File: config.mk
export PLATFORM = sky130hd
export DESIGN_NAME = clf_front
export DESIGN_NICKNAME = d
export VERILOG_FILES = /design/src/rtl/clf_pkg.sv /design/src/rtl/clf_front.sv
export SDC_FILE = /design/constraint.sdc
export NUM_CORES = 1
export LEC_CHECK = 0
export BUFFER_PORTS_ARGS = -buffer_cell sky130_fd_sc_hd__buf_4
export CORE_AREA = 3 3 55 52
export DETAILED_ROUTE_END_ITERATION = 7
export DIE_AREA = 0 0 58 55
export GPL_TIMING_DRIVEN = 0
export PLACE_DENSITY = 0.77
export SYNTH_ARGS = -nofsm -noshare
export SYNTH_HDL_FRONTEND = slang
export SYNTH_SLANG_ARGS = --single-unit
File: constraint.sdc
create_clock -name clk -period 2.5 [get_ports clk]
set_input_delay 0.5 -clock clk [delete_from_list [all_inputs] [get_ports clk]]
set_output_delay 0.5 -clock clk [all_outputs]
set_load 0.05 [all_outputs]
File: src/rtl/clf_pkg.sv
// Shared types, constants and helper functions of the line framer.
`default_nettype none
package clf_pkg;

	localparam int unsigned LINE_BYTES_DEF = 512;
	// Widest byte count that any supported line size needs.
	localparam int unsigned SAT_W = 13;

	localparam logic [7:0] CH_SPACE = 8'h20;
	localparam logic [7:0] CH_LT = 8'h3C;
	localparam logic [7:0] CH_GT = 8'h3E;
	localparam logic [7:0] CH_CR = 8'h0D;
	localparam logic [7:0] CH_LF = 8'h0A;
	localparam logic [7:0] UTF_CONT_MASK = 8'hC0;
	localparam logic [7:0] UTF_CONT_TAG = 8'h80;
	localparam logic [6:0] NO_CONT_END_COL = 7'd80;

	localparam logic [1:0] EOL_NONE = 2'd0;
	localparam logic [1:0] EOL_LF = 2'd1;
	localparam logic [1:0] EOL_CR = 2'd2;
	localparam logic [1:0] EOL_CRLF = 2'd3;

	localparam logic [2:0] REG_BEGIN = 3'd0;
	localparam logic [2:0] REG_END = 3'd1;
	localparam logic [2:0] REG_CONT = 3'd2;
	localparam logic [2:0] REG_DBCS = 3'd3;
	localparam logic [2:0] REG_COPY = 3'd4;

	typedef struct packed {
		logic [5:0] begin_col;
		logic [6:0] end_col;
		logic [5:0] cont_col;
		logic       dbcs;
		logic       copy_eof;
	} cfg_t;

	typedef struct packed {
		logic       bank;
		logic [1:0] eol;
		logic       eof;
	} job_ctl_t;

	typedef enum logic [3:0] {
		B_IDLE, B_LEAD, B_LEADD, B_TRAIL, B_TRAILD, B_CCHK, B_CCHKD,
		B_DCMP, B_DCMPD, B_IND, B_INDD, B_EMIT
	} bstate_t;

	typedef enum logic [1:0] {WP_BEGIN, WP_CODE, WP_CONT, WP_STRIP} wphase_t;

	function automatic logic [8:0] sat9(input logic [SAT_W-1:0] v);
		sat9 = (v > SAT_W'(511)) ? 9'd511 : v[8:0];
	endfunction

	// Length of the UTF-8 sequence a lead byte opens; zero for a bad lead byte.
	function automatic logic [2:0] utf8_len(input logic [7:0] c);
		if (c < 8'h80) utf8_len = 3'd1;
		else if (c >= 8'hC0 && c < 8'hE0) utf8_len = 3'd2;
		else if (c >= 8'hE0 && c < 8'hF0) utf8_len = 3'd3;
		else if (c >= 8'hF0 && c < 8'hF8) utf8_len = 3'd4;
		else utf8_len = 3'd0;
	endfunction

endpackage
`default_nettype wire

File: src/rtl/clf_front.sv
// Byte front end: stores line bytes, finds terminators and queues line jobs.
`default_nettype none
module clf_front import clf_pkg::*; #(
	parameter int unsigned LINE_BYTES = LINE_BYTES_DEF
) (
	input  wire logic                        clk,
	input  wire logic                        arst_n,
	input  wire logic                        byte_valid,
	output logic                             byte_ready,
	input  wire logic [7:0]                  data_byte,
	input  wire logic                        end_of_input,
	output logic                             push,
	output job_ctl_t                         push_ctl,
	output logic [$clog2(LINE_BYTES+1)-1:0]  push_len,
	input  wire logic                        fifo_full,
	input  wire logic                        rel,
	input  wire logic                        rel_bank,
	output logic                             wr_en,
	output logic [$clog2(LINE_BYTES):0]      wr_addr,
	output logic [7:0]                       wr_data
);
	localparam int unsigned AW = $clog2(LINE_BYTES);
	localparam int unsigned LW = $clog2(LINE_BYTES + 1);

	logic [LW-1:0] count_q, cnt_inc;
	logic          pend_q, wbank_q;
	logic [1:0]    busy_q, busy_d;
	logic          is_lf, is_cr, plain, room, acc, flush_cr, free;

	assign is_lf = (data_byte == CH_LF);
	assign is_cr = (data_byte == CH_CR);
	assign plain = !is_lf && !is_cr;
	assign room = (count_q < LW'(LINE_BYTES));
	assign cnt_inc = room ? count_q + LW'(1) : count_q;
	assign free = !busy_q[wbank_q] && !fifo_full;

	// A CR followed by anything but LF closes its line before the byte is taken.
	assign flush_cr = byte_valid && pend_q && !is_lf && free;
	assign byte_ready = !(pend_q && !is_lf) && free;
	assign acc = byte_valid && byte_ready;

	assign wr_en = acc && plain && room;
	assign wr_addr = {wbank_q, count_q[AW-1:0]};
	assign wr_data = data_byte;

	always_comb begin
		push = flush_cr || (acc && (is_lf || end_of_input));
		push_ctl.bank = wbank_q;
		push_ctl.eof = flush_cr ? 1'b0 : end_of_input;
		if (flush_cr) push_ctl.eol = EOL_CR;
		else if (is_lf) push_ctl.eol = pend_q ? EOL_CRLF : EOL_LF;
		else if (is_cr) push_ctl.eol = EOL_CR;
		else push_ctl.eol = EOL_NONE;
		push_len = (acc && plain) ? cnt_inc : count_q;
		busy_d = busy_q;
		if (rel) busy_d[rel_bank] = 1'b0;
		if (push) busy_d[wbank_q] = 1'b1;
	end

	always_ff @(posedge clk or negedge arst_n) begin
		if (!arst_n) begin
			count_q <= '0;
			pend_q <= 1'b0;
			wbank_q <= 1'b0;
			busy_q <= '0;
		end else begin
			busy_q <= busy_d;
			if (push) begin
				count_q <= '0;
				wbank_q <= ~wbank_q;
			end else if (acc && plain) begin
				count_q <= cnt_inc;
			end
			if (flush_cr) pend_q <= 1'b0;
			else if (acc) pend_q <= is_cr && !end_of_input;
		end
	end
endmodule
`default_nettype wire

==> run summary <==
The run finished, with violations left. The final reports fail on negative setup slack. The number of clock sinks is 14. The synthesized netlist occupies a cell area of 1060 µm².

For this run, the number of Yosys warnings is 0. Setup repair after global routing could not meet its margin everywhere. The initial antenna violation count came out at 0. The post-cts hold buffer count came out at 0.

The number of I/O pins came out at 50. The maximum fanout count along the critical path is 6. Headroom to the max-slew limit came out at 0.782.

The count of inserted antenna diode cells came out at 0. Walking the worst path, the cells encountered are buf_6 > or4b_4 > a211oi_4 > buf_6 > buf_8 > o31ai_4 > nand2_1 > buf_6. The number of antenna-violating nets in the routed design is 0. The synthesis-to-finish area growth came out at 90.4%.

The instance area after placement came out at ~1500 µm². TritonCTS built the clock tree. The leakage power of the design came out at 0.000971 µW.

The library cell used most frequently in the layout, excluding fill and tap cells, is buf_4. Before antenna repair, the detailed router went through 6 iterations. The mean instance size in the synthesized netlist is 9.05 µm².

The total vias in the final route came out at 1257. The number of global-route vias before repair came out at 1143. The post-layout utilization of the core is 0.846. For this run, the top clock speed supported by timing is approximately 380 MHz. The average wire length per cell after detail routing is just under 20 µm. The final critical-path share of the clock period is 1.04.

The max-capacitance violation count is 0. The net count after synthesis is between 100 and 150. The number of nets in the layout came out at 211. The tree is rooted in a clkbuf_4. The total overflow left after global routing is 0.

The path class of the tightest hold or removal check is primary input to asynchronous set/reset pin. Synthesis instantiated 35 different standard cells from the library. The height of the die came out at around 55 µm. The number of vias per cell is around 5.7. The post-route clock skew is between 1.5 and 2 ps.

The placed wire-length estimate after detailed placement came out at 2.07 mm. After routing, the total negative slack on setup checks comes to -467 ps. The initial standard-cell utilization of the core is 0.444. The share of synthesized flip-flops with an asynchronous set or reset came out at 1.00. The synthesized design contains 0 enable-type register cells. The critical path in this run is classified as primary input to output port. The arrival time at the worst endpoint is between 2000 and 2500 ps. The depth of the CTS H-tree came out at 1. Dividing total power by cell area gives a power density of 693 nW/µm². The area of the die came out at 3190 µm². Of the cells placed in the final design, the portion with a size suffix greater than 1 is 0.763. In the post-route analysis, the smallest setup slack over all paths is -105 ps. The design draws roughly 1400 µW.

Counting flops and latches in the post-synthesis netlist gives 14. Clock-pin slew was measured on the worst setup and hold paths at 80 ps. The hold violation count in the final report is 0. The all-layer global routing usage is 0.216.

The clock insertion delay at the later pin of the skew report came out at 290 ps. The global-route wire length before repair is about 5.3 mm. The number of remaining DRC errors is 0. The max-slew violation count is 0. The worst setup path is launched from a primary input. The detailed router finished its first iteration with 24 violations.

The final wirelength is about 4.3 mm. In this run the deepest clock path goes through 2 buffers. The setup violation total in the final timing report is 11. The placer's final routability congestion estimate came out at 0.839. The floorplan has 17 rows.

The maximum VDD drop is slightly above 0.8 mV. For the pin with the worst max-slew slack, the measured transition is 320 ps. In the layout the commonest cells are buf_4, buf_6, a21oi_1, dfrtp_1. The maximum single-stage delay on the critical path came out at 570 ps. The worst setup path is captured at an output port. The post-placement setup slack is -144 ps. Once layout is done, the placed cells without fillers occupy 2020 µm².

The number of buffers created by CTS is 3. The time the final worst path needs with I/O delays and setup is between 2000 and 3000 ps. After floorplanning, the core was sized to cover approximately 2400 µm². Entering global routing, the biggest net connects 15 pins. Synthesis produced about 120 cells. The required arrival time at the worst endpoint came out at approximately 2000 ps. The slack of the worst reg-to-reg path is 400 ps.

Buffers placed on the I/O ports in this run total 49. The number of fill cells came out at roughly 120. The most numerous cell type found on the critical path is buf_6. Measured along the x axis, the die boundary spans around 58 µm. The share of the Yosys chip area taken by registers is 0.331. In the synthesized netlist the dominant register cell turns out to be dfrtp_1. The slowest stage cell on the critical path is or4b_4.
==> area by class of cell <==
class | count | area [µm²] | area share
Sequential cell | 14 | 357 | 0.177
Buffer | 21 | 174 | 0.0863
Inverter | 4 | 20.0 | 0.00993
Timing Repair Buffer | 74 | 658 | 0.327
Multi-Input combinational cell | 77 | 736 | 0.365
Clock buffer | 4 | 36.3 | 0.0180
Tap cell | 28 | 35.0 | 0.0174
==> metal layers <==
layer / track usage / part of all wire / wire length [µm] / up-vias
met5: 0 / 0 / 0 / -
met4: 0.0309 / 0.033 / 140 / 0
met3: 0.0464 / 0.057 / 244 / 19
met2: 0.406 / 0.51 / 2170 / 59
met1: 0.262 / 0.40 / 1720 / 619
li1: - / - / - / 560
==> critical path, delay by kind of cell <==
kind	cells	cell delay, ps
compound gates	2	300
buf+inv	4	600
simple gates	2	700
==> flip-flops by register name, indices dropped and copies added, names as in the netlist <==
name	flops
count_q	10
busy_q	2
pend_q	1
wbank_q	1
==> kinds of logic (layout without fill, tap and decap cells) <==
kind of cell | after synthesis | after routing | synth area share
AOI/OAI and AO/OA | 27 | 27 | 0.175
muxes | 1 | 1 | 0.0130
DFF | 14 | 14 | 0.331
adders and majority gates | 1 | 1 | 0.0118
buffers and inverters | 26 | 103 | 0.187
and+or+nand+nor | 47 | 47 | 0.274
xor gates and xnor gates | 1 | 1 | 0.00828
==> cells in the mapped netlist, types with 2 or more instances <==
master	number	area share
buf_4	20	0.14
nand2_1	15	0.053
dfrtp_1	14	0.33
a21oi_1	10	0.047
o31ai_1	6	0.043
o21ai_0	5	0.024
or4_1	5	0.035
nand3_1	4	0.019
inv_1	3	0.011
nand2b_1	3	0.018
nand4_1	3	0.018
or3_1	3	0.018
a22o_2	2	0.019
nor2b_1	2	0.012
or3b_2	2	0.017
==> report_power, final <==
part | switching (µW) | leakage, µW | internal (µW)
logic | 516 | 0.000767 | 362
clock network | 77.5 | 0.0000210 | 88.9
registers | 79.8 | 0.000182 | 274
==> worst paths after layout <==
kind,start,cells after the start,end
max in group asynchronous,arst_n,1,wbank_q
max reg2reg,wbank_q,8,busy_q[1]
min in group clk,end_of_input,2,pend_q
min reg2reg,busy_q[0],1,busy_q[0]
min,arst_n,1,count_q[6]
max,data_byte[4],8,push_len[5]
==> through the flow <==
| step | hold slack [ps] | cells |
|---|---|---|
| 2_1_floorplan | 204 | 117 |
| 3_3_place_gp | 360 | 194 |
| 3_5_place_dp | 364 | 194 |
| 4_1_cts | 46.0 | 209 |
| 5_1_grt | 39.7 | 222 |
| 6_report | 43.2 | 222 |
==> what timing repair did <==
item / CTS / global route
endpoints found under the setup margin: 12 / 14
endpoints found under the hold margin: 0 / 0
pin swaps: 19 / 14
cloned: 1 / 0
resized for setup: 46 / 37
setup buffers: 11 / 13
Note: power is estimated with default switching activity, not from simulation.
