**config.mk**
```make
export PLATFORM = sky130hd
export DESIGN_NAME = clf_fifo
export DESIGN_NICKNAME = d
export VERILOG_FILES = /design/src/rtl/clf_fifo.sv
export SDC_FILE = /design/constraint.sdc
export NUM_CORES = 1
export LEC_CHECK = 0
export BUFFER_PORTS_ARGS = -buffer_cell sky130_fd_sc_hd__buf_2
export CAP_MARGIN = 10
export CORE_MARGIN = 2
export CORE_UTILIZATION = 48
export DETAILED_ROUTE_END_ITERATION = 10
export GPL_TIMING_DRIVEN = 0
export PLACE_DENSITY = 0.75
export SETUP_SLACK_MARGIN = 0.3
export SYNTH_ARGS = -nofsm -noshare
export SYNTH_HDL_FRONTEND = slang
export SYNTH_SLANG_ARGS = --single-unit
```
**constraint.sdc**
```tcl
create_clock -name clk -period 1.5 [get_ports clk]
set_input_delay 0.3 -clock clk [delete_from_list [all_inputs] [get_ports clk]]
set_output_delay 0.3 -clock clk [all_outputs]
set_load 0.05 [all_outputs]
```
**src/rtl/clf_fifo.sv**
```systemverilog
// Two-entry job queue between the byte front end and the line scanner.
`default_nettype none
module clf_fifo #(
	parameter int unsigned W = 8
) (
	input  wire logic         clk,
	input  wire logic         arst_n,
	input  wire logic         push,
	input  wire logic [W-1:0] push_data,
	input  wire logic         pop,
	output logic [W-1:0]      head,
	output logic              full,
	output logic              empty
);
	logic [W-1:0] ent_q [2];
	logic         wptr_q, rptr_q;
	logic [1:0]   cnt_q;

	assign full = (cnt_q == 2'd2);
	assign empty = (cnt_q == 2'd0);
	assign head = ent_q[rptr_q];

	always_ff @(posedge clk or negedge arst_n) begin
		if (!arst_n) begin
			wptr_q <= 1'b0;
			rptr_q <= 1'b0;
			cnt_q <= 2'd0;
		end else begin
			if (push) wptr_q <= ~wptr_q;
			if (pop) rptr_q <= ~rptr_q;
			if (push && !pop) cnt_q <= cnt_q + 2'd1;
			else if (pop && !push) cnt_q <= cnt_q - 2'd1;
		end
	end

	always_ff @(posedge clk) begin
		if (push) ent_q[wptr_q] <= push_data;
	end
endmodule
`default_nettype wire

```
==> metrics.md, run 1 <==
| Metric | Value |
|---|---|
| Status | finished, violations left |
| Failing checks | negative setup slack |
| Area leader, netlist | edfxtp_1 |
| Total gr overflow | 0 |
| Routed vias/inst | between 4 and 5 |
| DRT Pass-1 Iters | 4 |
| Core Box Area | 0.00151 sq mm |
| Placement Cell Area | 898 sq um |
| Met2 Use GR | 0.312 |
| Max Fclk | about 610 MHz |
| CP max FO | 4 |
| Port Buffers | 21 |
| Final instance area | 0.00111 sq mm |
| Gr busiest metal | met2 |
| GPL Wtd Cong | 0.643 |
| Seq/Total Area, Yosys | 0.753 |
| Clock buffer count from CTS | 3 |
| Register area | roughly 580 sq um |
| Drt total wl | 1360 microns |
| Synth Cell Area | 771 sq um |
| RSZ-0062 raised after global routing | yes |
| Die width | 44.1 microns |
| Crit end category | output port |
| Share of cells above drive strength 1 | 0.597 |
| Initial core utilization | 0.512 |
| Die area | 0.00194 sq mm |
| DRT iter0 DRCs | 8 |
| Yosys reg bits | 20 |
| Max Cap Viol | 0 |
| Post-route insts no fill | 88 |
| Sink Count | 20 |
| Clk_lat worst skew | 0.30 ns |
| R2R depth | 4 |
| Die height | 44.1 microns |
| Drt wl/cell | roughly 15 microns |
| Tightest Hold Check Type | in2reg |
| Vias | between 400 and 500 |
| Min-Delay Path Depth | 1 |
| Total Power | 2.57 mW |
| Rel. slew slack | 0.823 |
| Warnings, synthesis | 0 |
| CTS tree | yes |
| Pins Over Slew Limit | 0 |
| Post-place setup slack | 0.0748 ns |
| Residual DRC count | 0 |
| Layout area overhead | 44.2% |
| Placed Cells incl. Taps | a little under 80 |
| IO Count | 22 |
| GR Util met1 | 0.153 |
| Clock Tree Buf Depth | 2 |
| Synth unique cells | 12 |
| Crit path kind | reg2out |
| Final Cycle Share | 1.09 |
| Skew final | 0.00299 ns |
| PwrDens | 2320 mW/mm^2 |
| Largest net degree at the start of global routing | 13 |
| Fin worst setup slack | -0.133 ns |
| Setup TNS | -0.997 ns |
| Synth top area share | 0.623 |
| Worst Tran Pin Value | 0.264 ns |
| Critical-path cell list | buf_4 -> mux2_2 -> buf_6 |
| Number of diodes | 0 |
| Multi-input gate area | just over 200 sq um |
| Initial antenna violation count | 0 |
| Rows | 14 |
| Slowest CP cell | dfrtp_1 |
| GR Util met3 | 0.0286 |
| Detailed-placement wirelength estimate | 861 microns |
| # nets final | 86 |
| Post-DRT Antenna Nets | 0 |
| Pleak | 0.477 nW |
| Final hold vios | 0 |
| Post-Syn Instances | around 40 |
| Synth area leaders | edfxtp_1 (62%), dfrtp_1 (13%), mux2_2 (12%), xor2_1 (4.5%), ha_1 (1.6%) |
| Clock Pin Slew Worst Setup and Hold Paths | 0.12 ns |
| Data arrival, critical path | roughly 1.3 ns |
| WP data required | 1.20 ns |
| Vias in the first global route | 500 |
| First-pass GRT wire length | 2090 microns |
| Max incr delay on CP | 0.40 ns |
| Clock root buffer master | clkbuf_4 |
| Syn Area/Cell | 18.8 sq um |
| Min Tclk post-route | 1.63 ns |
| Endpoints failing setup | 8 |
| Total Routing Usage GR | 0.155 |
| Syn_nets | 54 |
| Startpoint types | register |
| Htree depth | 1 |
| Peak supply drop | 1620 uV |
| FILL cells | 97 |
[power breakdown]
group,switching [mW],internal [mW]
Sequential,0.0765,0.754
Combinational,0.707,0.599
Clock,0.168,0.270
[placed cells by master, fill, tap and decap left out]
| master | n |
|---|---|
| nor2_2 | 1 |
| mux2_2 | 3 |
| nor2_1 | 1 |
| buf_2 | 11 |
| and2_2 | 1 |
| inv_1 | 1 |
| buf_4 | 5 |
| mux2_4 | 5 |
| bufinv_16 | 1 |
| edfxtp_1 | 16 |
| xnor2_1 | 1 |
| ha_1 | 1 |
| clkbuf_4 | 3 |
| dfrtp_1 | 4 |
| and2b_2 | 1 |
| dlygate4sd3_1 | 1 |
| nor2b_4 | 1 |
| buf_6 | 5 |
| xor2_1 | 4 |
| buf_8 | 6 |
[what timing repair did]
item / in CTS / in global routing
endpoints found under the setup margin: 18 / 18
hold buffers: 1 / 0
hold endpoints to repair: 4 / 0
buffers inserted: 3 / 1
gates cloned: 0 / 1
pin swaps: 1 / 0
resized for setup: 22 / 13
[per-layer routing]
metal	share of wire	wire length [microns]	vias to the layer above
li1	-	-	211
met1	0.38	522	215
met2	0.59	803	8
met3	0.023	31	0
met4	0	0	0
met5	0	0	-
[path summary, 6_finish.rpt]
kind                                   start           to  slack (ns)
worst max-delay path                  rptr_q      head[1]       -0.13
worst min-delay path            push_data[3]  ent_q[1][3]        0.18
worst max register to register      cnt_q[0]     cnt_q[1]        0.44
worst min register to register        wptr_q       wptr_q        0.55
max in group asynchronous             arst_n       rptr_q        1.04
min in group asynchronous             arst_n       wptr_q        0.34
[registers in the layout (all words and copies together) (netlist names)]
register and cells:
cnt_q 2, rptr_q 1, ent_q 16, wptr_q 1
[synth_stat cells]
master,count
dfrtp_1,4
buf_6,1
mux2_2,8
nor2b_1,1
xor2_1,4
ha_1,1
and2b_2,1
edfxtp_1,16
nor2_1,2
inv_1,1
and2_1,1
xnor2_1,1
[cell families after synthesis]
kind of cell | synth area share
flops | 0.753
buf+inv | 0.0195
simple gates | 0.0374
mux | 0.117
xor+xnor | 0.0568
fa+ha+maj | 0.0162
[worst max-delay path, delay by kind of cell, from the launching register on]
| kind | cells | cell delay (ns) |
|---|---|---|
| buffers and inverters | 2 | 0.30 |
| flip-flops | 1 | 0.40 |
| multiplexers | 1 | 0.34 |
[area by class of cell]
| type | count | area share |
|---|---|---|
| Sequential cell | 20 | 0.523 |
| Timing Repair Buffer | 27 | 0.214 |
| Multi-Input combinational cell | 19 | 0.185 |
| Clock inverter | 1 | 0.0270 |
| Clock buffer | 3 | 0.0203 |
| Tap cell | 16 | 0.0180 |
| Buffer | 1 | 0.0101 |
| Inverter | 1 | 0.00338 |
[through the flow]
step	util	hold WS, ns
2_1_floorplan	-	0.00441
3_3_place_gp	0.596	0.111
3_5_place_dp	0.596	0.111
4_1_cts	0.699	0.177
5_1_grt	0.738	0.178
6_report	0.738	0.182
(Power assumes the default switching activity.)
==> inputs of run 2 (changes only) <==
Settings changed: ABC_AREA set to 1, CORE_UTILIZATION 48 to 49.
==> run 2 against run 1 <==
  * The flow still finishes with violations (negative setup slack)
  * Die area increased by 3.6%
  * Largest cell class unchanged
  * Area after synthesis rose by 6.2%
  * Clock-buffer cell count stayed put
  * Critical path type unchanged
  * Non-clock buffer count is 2 lower
  * Core utilization decreased by 3.2 points
  * Cell count increased by 8.0%
  * Critical path depth did not move
==> metrics.md, run 2 <==
| Metric | Value |
|---|---|
| Status | finished, violations left |
| Failing checks | negative setup slack |
| Fin worst setup slack | -0.0963 ns |
| Peak supply drop | 1490 uV |
| Placement Cell Area | 943 sq um |
| Max FFs per register | 16 |
| Post-DRT Antenna Nets | 0 |
| Clk pwr share | 0.107 |
| Die height | between 40 and 50 microns |
| IO Count | 22 |
| Crit end category | output port |
| WP data required | 1.20 ns |
| Drt wl/cell | 12.8 microns |
| Area leader, netlist | edfxtp_1 |
| Sw Share | 0.406 |
| Clock root buffer master | clkbuf_4 |
| Final hold vios | 0 |
| Clk_lat worst skew | 0.29 ns |
| Clock Tree Buf Depth | 2 |
| Most frequent cell after synthesis | edfxtp_1 |
| Port Buffers | 21 |
| Reg2reg end | ent_q[1][2] |
| Post-route insts no fill | 95 |
| Number of diodes | 0 |
| Synth unique cells | 12 |
| Leading cell types in the layout, fill and taps excluded | edfxtp_1 (16), buf_2 (11), buf_6 (10) |
| Largest registers | ent_q x16, cnt_q x2 |
| Drt total wl | 1220 microns |
| Vias | 464 |
| P_sw | approximately 950 uW |
| Rows | 14 |
| Internal power | 1.39 mW |
| Startpoint types | register |
| Critical Path Source | rptr_q |
| Syn_nets | 63 |
| Sequential power share | 0.360 |
| Worst R2R Setup Slack | around 0.43 ns |
| Endpoints failing setup | 8 |
| First-pass GRT wire length | 2060 microns |
| Reg with most FFs | ent_q |
| DRT Pass-1 Iters | 4 |
| Rel. slew slack | 0.786 |
| Post-Route Utilization | 0.705 |
| R2R depth | 2 |
| Synth Cell Area | 818 sq um |
| Final instance area | 0.00109 sq mm |
| Min Tclk post-route | 1.60 ns |
| Main synth FF type | edfxtp_1 |
| Pleak | slightly below 0.5 nW |
| Yosys reg bits | 20 |
| CP delay by family, top | flip-flops |
| DRT iter0 DRCs | 13 |
| Routed vias/inst | a little under 5 |
| Hold path endpoint | ent_q[0][5] |
| Core Box Area | 0.00154 sq mm |
| Post-Syn Instances | 50 |
| Pins Over Slew Limit | 0 |
| Clock Pin Slew Worst Setup and Hold Paths | 0.10 ns |
| Min-Delay Path Depth | 1 |
| PwrDens | 2150 mW/mm^2 |
| Seq/Total Area, Yosys | 0.709 |
| RSZ-0062 raised after global routing | yes |
| GPL Wtd Cong | 0.782 |
| Total gr overflow | 0 |
| Syn Area/Cell | 16.4 sq um |
| Synth top cells by count | edfxtp_1 (16), mux2_4 (8), inv_1 (7) |
| Sink Count | 20 |
| Critical path buffer and inverter count | 2 |
| Comb pwr share | 0.534 |
| Skew final | 0.000540 ns |
| Critical-path cell list | buf_6 -> mux2_4 -> buf_6 |
| Htree depth | 1 |
| Data arrival, critical path | roughly 1.3 ns |
| Die width | 44.9 microns |
| CP most frequent cell | buf_6 |
| Final Cycle Share | 1.06 |
| Placed Cells incl. Taps | slightly below 90 |
| Tightest Hold Check Type | in2reg |
| R2R Path Start | wptr_q |
| Final Hold Slack | 0.186 ns |
| Synth area leaders | edfxtp_1 (59%), mux2_4 (15%), dfrtp_1 (12%), inv_1 (3.2%), nand2_1 (2.3%) |
| Hold Crit Start | push_data[5] |
| Most common library cell in the layout ignoring fill and taps | edfxtp_1 |
| # nets final | 93 |
| Synth top area share | 0.587 |
| Warnings, synthesis | 0 |
| Slowest CP cell | dfrtp_1 |
| CTS tree | yes |
| Share of cells above drive strength 1 | 0.519 |
| Vias in the first global route | 470 |
| Die area | 0.00201 sq mm |
| Worst Tran Pin Value | approximately 0.32 ns |
| Post-synth EDFFs | 16 |
| Max Cap Viol | 0 |
| Total Routing Usage GR | 0.156 |
| Max Fclk | 626 MHz |
| Crit path kind | reg2out |
| Largest net degree at the start of global routing | 12 |
| Asr flop ratio synth | 0.200 |
| Initial antenna violation count | 0 |
| Initial core utilization | 0.531 |
| Clock buffer count from CTS | 3 |
| Layout area overhead | 32.9% |
| CP max FO | 9 |
| Residual DRC count | 0 |
| Max incr delay on CP | between 0.3 and 0.4 ns |
==> run 2: cell count changes in the layout (fill, tap and decap cells not counted), moves of 2 or more <==
cell     delta
buf_6       +5
nand2_1     +5
xor2_1      -2
inv_1       +5
nor2_4      +2
buf_8       -5
mux2_4      +3
mux2_2      -3
buf_4       -2
==> run 2: stage by stage <==
stage          worst slack [ns]  power (mW)  setup TNS [ns]
2_1_floorplan             0.125        1.63               0
3_3_place_gp              0.125        1.79               0
3_5_place_dp              0.107        1.82               0
4_1_cts                  -0.116        2.31          -0.899
5_1_grt                  -0.152        2.46           -1.15
6_report                -0.0963        2.34          -0.732
==> run 2: kinds of logic (layout without fill, tap and decap cells) <==
logic type    count (synthesis)  in the layout  share of synthesized area
xor+xnor                      3              3                     0.0321
mux                           8              8                      0.147
buf+inv                       8             37                     0.0459
fa+ha+maj                     1              1                     0.0153
simple gates                 10             10                     0.0505
flops                        20             20                      0.709
==> run 2: per-layer routing <==
metal | up-vias | track usage | routed length [microns]
met1 | 211 | 0.167 | 481
met4 | 0 | 0.106 | 31
met2 | 16 | 0.261 | 626
li1 | 233 | - | -
met3 | 4 | 0.0520 | 80
met5 | - | 0 | 0
==> run 2: layout make-up <==
| cell class | instances | area [sq um] |
|---|---|---|
| sequential | 20 | 582 |
| multi-input combinational | 22 | 218 |
| buffer | 1 | 11.3 |
| clock buffer | 3 | 22.5 |
| fill | 111 | 454 |
| tap | 16 | 20.0 |
| timing repair buffer | 25 | 204 |
| clock inverter | 1 | 3.75 |
| inverter | 7 | 26.3 |
==> run 2: power groups by stage <==
stage                     Combinational [mW]  Clock, mW  Sequential [mW]
after floorplan                        0.815          0            0.818
after global placement                 0.964          0            0.825
after detailed placement               0.981          0            0.834
after CTS                               1.23      0.264            0.825
after global routing                    1.31      0.291            0.857
final                                   1.25      0.249            0.841
==> run 2: repair_timing <==
item / in CTS / in global routing
setup buffers: 3 / 0
hold buffers: 1 / 0
cloned: 0 / 0
hold endpoints to repair: 4 / 0
pin swaps: 2 / 1
setup endpoints to repair: 18 / 18
resized for setup: 23 / 5
==> run 2: worst max-delay path by stage <==
stage / end / slack (ns) / depth (start not counted)
floorplan: empty / 0.12 / 1
global placement: ent_q[0][7] / 0.13 / 3
detailed placement: ent_q[0][7] / 0.11 / 3
CTS: head[4] / -0.12 / 3
global route: head[0] / -0.15 / 3
finish: head[0] / -0.1 / 3
